**src/rtl/isort_pkg.sv**
```systemverilog
// shared types and constants of the insertion sorter
package isort_pkg;

	localparam int DATA_W       = 32;
	localparam int CAPACITY_DEF = 16;

	// what one cell shows its neighbours
	typedef struct packed {
		logic signed [DATA_W-1:0] value;
		logic                     valid;
		logic                     shift;
		logic                     run;
	} isort_link_t;

	// control and data sent to every cell
	typedef struct packed {
		logic                     insert;
		logic                     pop;
		logic                     descending;
		logic signed [DATA_W-1:0] value;
	} isort_bcast_t;

endpackage

```
**src/rtl/isort_cell.sv**
```systemverilog
// one slot of the sorting chain
module isort_cell (
	input  logic                 clk,
	input  logic                 arst_n,
	input  isort_pkg::isort_bcast_t bcast,
	input  isort_pkg::isort_link_t  from_left,
	input  isort_pkg::isort_link_t  from_right,
	output isort_pkg::isort_link_t  link
);
	import isort_pkg::*;

	logic signed [DATA_W-1:0] value_q;
	logic                     valid_q;
	logic                     precede;
	logic                     run;
	logic                     shift;
	logic                     take;

	// new value must precede the held one
	assign precede = bcast.descending ? (bcast.value > value_q) : (bcast.value < value_q);
	// run of entries, reaching the tail, that all move aside
	assign run    = valid_q ? (precede && from_right.run) : 1'b1;
	assign shift  = valid_q && run;
	// load on a move, or as the first free slot
	assign take   = bcast.insert && (shift || (!valid_q && from_left.valid));

	always_ff @(posedge clk or negedge arst_n) begin
		if (!arst_n) begin
			valid_q <= 1'b0;
		end else if (bcast.pop) begin
			valid_q <= from_right.valid;
		end else if (take) begin
			valid_q <= 1'b1;
		end
	end

	always_ff @(posedge clk) begin
		if (bcast.pop) begin
			value_q <= from_right.value;
		end else if (take) begin
			value_q <= from_left.shift ? from_left.value : bcast.value;
		end
	end

	assign link.value = value_q;
	assign link.valid = valid_q;
	assign link.shift = shift;
	assign link.run   = run;

endmodule

```
**src/rtl/insertion_sorter.sv**
```systemverilog
// top level of the streaming insertion sorter
//
// input channel: in_valid/in_ready with value and last. each beat is
// placed into a chain of CAPACITY cells in the cycle it is accepted, so a
// set streams in at one beat per cycle. a beat that finds the chain full is
// dropped and the set is flagged.
// the beat with last set closes the set. from the next cycle the chain
// drains through out_valid/out_ready, head cell first, one beat per cycle
// while the receiver takes them; last_res marks the final one and overflow
// carries the drop flag on every beat of the set.
// the first result is offered in the cycle after the closing beat. the
// chain shifts toward its head one place per pop; in_ready is low during
// the drain. a stalled receiver simply holds the chain, nothing is lost.
// reset empties the chain (valid bits only), clears the drop flag and
// selects ascending order. cfg_wr_en/cfg_wr_data write the direction bit
// and may only be used between sets.
module insertion_sorter #(
	parameter int CAPACITY = isort_pkg::CAPACITY_DEF
) (
	input  logic                              clk,
	input  logic                              arst_n,
	input  logic                              cfg_wr_en,
	input  logic                              cfg_wr_data,
	input  logic                              in_valid,
	output logic                              in_ready,
	input  logic signed [isort_pkg::DATA_W-1:0] value,
	input  logic                              last,
	output logic                              out_valid,
	input  logic                              out_ready,
	output logic signed [isort_pkg::DATA_W-1:0] value_res,
	output logic                              last_res,
	output logic                              overflow
);
	import isort_pkg::*;

	logic         descending_q;
	logic         drain_q;
	logic         dropped_q;
	logic         in_acc;
	logic         full;
	logic         pop;
	isort_bcast_t bcast;
	isort_link_t  link [CAPACITY];
	isort_link_t  head_link;
	isort_link_t  tail_link;

	// direction register
	always_ff @(posedge clk or negedge arst_n) begin
		if (!arst_n) begin
			descending_q <= 1'b0;
		end else if (cfg_wr_en) begin
			descending_q <= cfg_wr_data;
		end
	end

	assign in_ready = !drain_q;
	assign in_acc   = in_valid && in_ready;
	// the tail cell holding data means no room left
	assign full     = link[CAPACITY-1].valid;

	assign out_valid = drain_q && link[0].valid;
	assign pop       = out_valid && out_ready;
	// head is the final one when the next cell is already empty
	assign last_res  = !link[1].valid;
	assign value_res = link[0].value;
	assign overflow  = dropped_q;

	assign bcast.insert     = in_acc && !full;
	assign bcast.pop        = pop;
	assign bcast.descending = descending_q;
	assign bcast.value      = value;

	// boundary: left of the head acts as a held, unmoved entry
	assign head_link.value = '0;
	assign head_link.valid = 1'b1;
	assign head_link.shift = 1'b0;
	assign head_link.run   = 1'b0;
	// boundary: right of the tail acts as empty
	assign tail_link.value = '0;
	assign tail_link.valid = 1'b0;
	assign tail_link.shift = 1'b0;
	assign tail_link.run   = 1'b1;

	for (genvar i = 0; i < CAPACITY; i++) begin : g_cell
		isort_link_t left_l;
		isort_link_t right_l;
		if (i == 0) begin : g_head
			assign left_l = head_link;
		end else begin : g_mid_l
			assign left_l = link[i-1];
		end
		if (i == CAPACITY-1) begin : g_tail
			assign right_l = tail_link;
		end else begin : g_mid_r
			assign right_l = link[i+1];
		end
		isort_cell u_cell (
			.clk        (clk),
			.arst_n     (arst_n),
			.bcast      (bcast),
			.from_left  (left_l),
			.from_right (right_l),
			.link       (link[i])
		);
	end

	// set control: gather, then drain
	always_ff @(posedge clk or negedge arst_n) begin
		if (!arst_n) begin
			drain_q   <= 1'b0;
			dropped_q <= 1'b0;
		end else begin
			if (in_acc && full) begin
				dropped_q <= 1'b1;
			end
			if (in_acc && last) begin
				drain_q <= 1'b1;
			end
			if (pop && last_res) begin
				drain_q   <= 1'b0;
				dropped_q <= 1'b0;
			end
		end
	end

	// the head holds data for the whole drain
	a_drain_head: assert property (@(posedge clk) disable iff (!arst_n)
		drain_q |-> link[0].valid)
		else $error("drain with empty head cell");

	// an insertion always leaves the head filled
	a_insert_head: assert property (@(posedge clk) disable iff (!arst_n)
		bcast.insert |=> link[0].valid)
		else $error("insertion left head cell empty");

	// a pop that is not the final one keeps results coming
	a_drain_go_on: assert property (@(posedge clk) disable iff (!arst_n)
		(pop && !last_res) |=> out_valid)
		else $error("drain stopped early");

	// a beat refused for lack of room raises the flag
	a_drop_flag: assert property (@(posedge clk) disable iff (!arst_n)
		(in_acc && full) |=> overflow)
		else $error("drop not flagged");

endmodule

```
**config.mk**
```make
export PLATFORM = sky130hd
export DESIGN_NAME = insertion_sorter
export DESIGN_NICKNAME = d
export VERILOG_FILES = /design/src/rtl/isort_pkg.sv /design/src/rtl/isort_cell.sv /design/src/rtl/insertion_sorter.sv
export SDC_FILE = /design/constraint.sdc
export NUM_CORES = 2
export LEC_CHECK = 0
export BUFFER_PORTS_ARGS = -buffer_cell sky130_fd_sc_hd__buf_4
export CAP_MARGIN = 20
export CORE_MARGIN = 1.5
export CORE_UTILIZATION = 60
export DETAILED_ROUTE_END_ITERATION = 16
export PLACE_DENSITY = 0.77
export SKIP_LAST_GASP = 1
export SYNTH_ARGS = -nofsm -noshare
export SYNTH_HDL_FRONTEND = slang
export SYNTH_SLANG_ARGS = --single-unit
```
**constraint.sdc**
```tcl
create_clock -name clk -period 7.95 [get_ports clk]
set_input_delay 0.795 -clock clk [delete_from_list [all_inputs] [get_ports clk]]
set_output_delay 0.795 -clock clk [all_outputs]
set_load 0.03 [all_outputs]
```
==> flow_metrics.py <==
metrics = {
    "run_status": {
        "run_status": "finished, final reports clean",
    },
    "cells_and_area": {
        "area_delta_synth_final_pct": 8.08,
        "final_area_um2": 43700,
        "drive_gt1_frac": 0.0650,
        "fillCellCount": 5345,
        "num_antenna_cells": 0,
        "nNetsFinal": 4900,
        "stdcell_count": 5265,
    },
    "power": {
        "vdd_drop_max_mv": 0.345,
        "power_density_nw_per_um2": 368,
        "p_comb_frac": 0.481,
        "power_mw": 16.1,
        "p_clk_frac": 0.182,
        "pwr-share-seq": 0.337,
        "intPower_mw": 8.97,
        "netSwitchingPower_mw": 7.10,
        "p_leak_nw": 18.6,
        "switching_share": 0.442,
    },
    "sta": {
        "slew_violations": 0,
        "clock_skew_ps": 21.4,
        "fmax_mhz": 180,
        "finalHoldViolCount": 0,
        "period_share": 0.700,
        "finalSetupTns_ps": 0,
        "setup_violations": 0,
        "rsz0062_at_grt": "false",
        "period_needed_ps": 5570,
        "slew_headroom": 0.257,
        "tightestPinTransition_ps": 1090,
    },
    "cts": {
        "clkSlewWorstSetupHoldPaths_ps": 60,
        "clock_sinks": 531,
        "cts_hold_buf": 0,
        "htree_levels": 2,
        "cts-resized-gates": 0,
        "postCtsSetupRepairBufs": 0,
        "cts_root_buf": "clkbuf_16",
        "cts_buffers": 60,
        "cts_tree": "done",
        "clkLatencyLatePin_ps": 650,
        "clk_path_buf_depth": 3,
    },
    "worst_setup_path": {
        "critPathLaunchType": "input port",
        "crit_type": "input port to register",
        "crit_path_max_fanout": 33,
        "setup.worst_path.end_class": "register",
        "cp.required_ps": 8270,
        "arrival_ps": 5890,
    },
    "routing": {
        "wire_per_inst_um": 20.5,
        "drc_errors": 0,
        "via_per_inst": 6.34,
        "antenna_left": 0,
        "dr.pass1.iters": 8,
        "routed_wirelength_mm": 108,
        "vias": 33403,
        "drt_first_iter_violations": 3149,
    },
    "placed_design": {
        "port_buffers": 74,
        "place_area_um2": 41600,
        "gp_congestion": 0.910,
        "dp_cells": 5148,
        "dp_hpwl_mm": 79.6,
    },
    "global_routing": {
        "grt_pass1_wl_mm": 173,
        "globalRouteOverflowTotal": 0,
        "antenna_found_initial": 0,
        "grt_max_degree": 276,
        "grt_pass1_vias": 32675,
        "grtUsageTotal": 0.308,
    },
    "logic_synthesis": {
        "ys_ff_latch": 531,
        "yosys-top-cells-area": "edfxtp_1 36%, ha_1 16%, mux2i_1 6.6%",
        "synth_top_cell_area_share": 0.357,
        "synth_area_um2": 40400,
        "synth_async_sr_flop_share": 0.0358,
        "synth_cells": 4423,
        "synth_edf_count": 480,
        "synth_common_cells": "526 x inv_1, 512 x ha_1, 480 x edfxtp_1",
        "syn-num-nets": 4974,
        "syn_avg_cell_area_um2": 9.14,
        "synth.most_common_cell": "inv_1",
        "synth_top_area_cell": "edfxtp_1",
        "synthFlopType": "edfxtp_1",
        "synth_seq_area_share": 0.384,
        "yosysWarnings": 0,
        "ys_types": 88,
    },
    "job": {
        "drv_cap": 0,
    },
    "die": {
        "start_util": 0.610,
        "fp.dieArea_um2": 68900,
        "boundaryPins": 75,
        "die_h_um": 263,
        "rows": 94,
        "coreArea_um2": 66200,
        "die_x_um": 263,
    },
    "min_path": {
        "holdCritPathClass": "input port to asynchronous set/reset pin",
    },
}
sequential cells by signal, summed over array words and instances, names as in the netlist:
| signal | flops |
|---|---|
| overflow | 1 |
| g_cell.u_cell.value_q | 512 |
| g_cell.u_cell.valid_q | 16 |
| descending_q | 1 |
| drain_q | 1 |
cells by family (layout without fill, tap and decap cells):
kind of cell	Yosys count	after routing	synth area share
compound gates	1255	1255	0.191
xor+xnor	3	3	0.000650
fa+ha+maj	512	512	0.159
buf+inv	794	772	0.0766
flops	531	531	0.384
mux	274	274	0.0681
simple gates	1054	1054	0.121
power groups by stage:
stage / Combinational (mW) / Clock, mW / Sequential [mW]
3_3_place_gp: 7.28 / 0 / 5.39
5_1_grt: 8.55 / 3.06 / 5.54
4_1_cts: 7.58 / 2.96 / 5.39
6_report: 7.72 / 2.93 / 5.42
3_5_place_dp: 7.52 / 0 / 5.45
2_1_floorplan: 5.44 / 0 / 5.33
cell usage in the layout (no fill, tap or decap), drive strengths merged, types with 6 or more instances in the layout:
cell type,Yosys,final
o21a,21,21
nor4b,6,6
edfxtp,480,480
mux2i,268,268
or3,7,7
o211ai,26,26
or2,9,9
a211o,9,9
nand2,474,474
a21boi,7,7
nor2,209,209
a221oi,7,7
a31oi,112,112
dfrtp,19,19
nand4,178,178
nand2b,15,15
o21ai,481,481
o22ai,6,6
a22oi,34,34
nand3,52,52
o31ai,75,75
nor2b,21,21
nor3,29,29
and4,12,12
nor4,8,8
inv,526,528
o221ai,65,65
a2111oi,6,6
mux2,6,6
a21o,73,73
clkinv,2,33
a21oi,256,256
and3,18,18
ha,512,512
a211oi,30,30
bufinv,0,10
dfxtp,32,32
clkbuf,228,68
buf,38,130
final cells by class:
type / count / area, µm² / area share
timing repair buffer: 130 / 1080 / 0.0248
multi-input combinational: 3098 / 22000 / 0.503
sequential: 531 / 15500 / 0.356
clock buffer: 68 / 1550 / 0.0356
tap: 864 / 1080 / 0.0248
inverter: 528 / 1980 / 0.0454
clock inverter: 46 / 479 / 0.0110
per-layer routing:
layer	wire length [µm]	track usage
met2	50700	0.512
met1	46200	0.411
met3	6660	0.0295
met5	0	0
met4	4670	0.135
worst max-delay path, cell delays in order:
cell and delay (ps):
buf_4 230, ha_1 480, nand3_1 170, nor3_1 270, nand3_1 180, nor3_1 390, o41ai_1 200, nor3b_1 180
o31ai_1 630, nor2_1 240, nor4b_4 450, o21ai_4 90, buf_4 300, a21boi_0 210, o21ai_2 640, buf_4 380
worst paths after layout:
path / depth (start not counted) / endpoint / startpoint / slack [ps]
setup / recovery: 16 / g_cell[5].u_cell.value_q[9]$_DFFE_PP_ / value[31] / 2380
min in group clk: 2 / descending_q$_DFFE_PN0P_ / cfg_wr_en / 340
hold reg to reg: 2 / g_cell[15].u_cell.value_q[2]$_SDFFE_PP0P_ / g_cell[15].u_cell.value_q[2]$_SDFFE_PP0P_ / 470
setup reg to reg: 16 / g_cell[5].u_cell.value_q[9]$_DFFE_PP_ / g_cell[9].u_cell.value_q[31]$_DFFE_PP_ / 2460
hold / removal: 1 / g_cell[0].u_cell.valid_q$_DFFE_PN0P_ / arst_n / 100
max in group asynchronous: 1 / g_cell[2].u_cell.valid_q$_DFFE_PN0P_ / arst_n / 7530
per-stage QoR:
| stage | hold slack, ps | setup slack, ps | utilization |
|---|---|---|---|
| floorplan | 445 | 1490 | - |
| global placement | 457 | 1850 | 0.628 |
| detailed placement | 463 | 1740 | 0.628 |
| CTS | 73.1 | 2470 | 0.659 |
| global route | 98.7 | 2200 | 0.660 |
| finish | 99.2 | 2380 | 0.660 |
(Power assumes the default switching activity.)
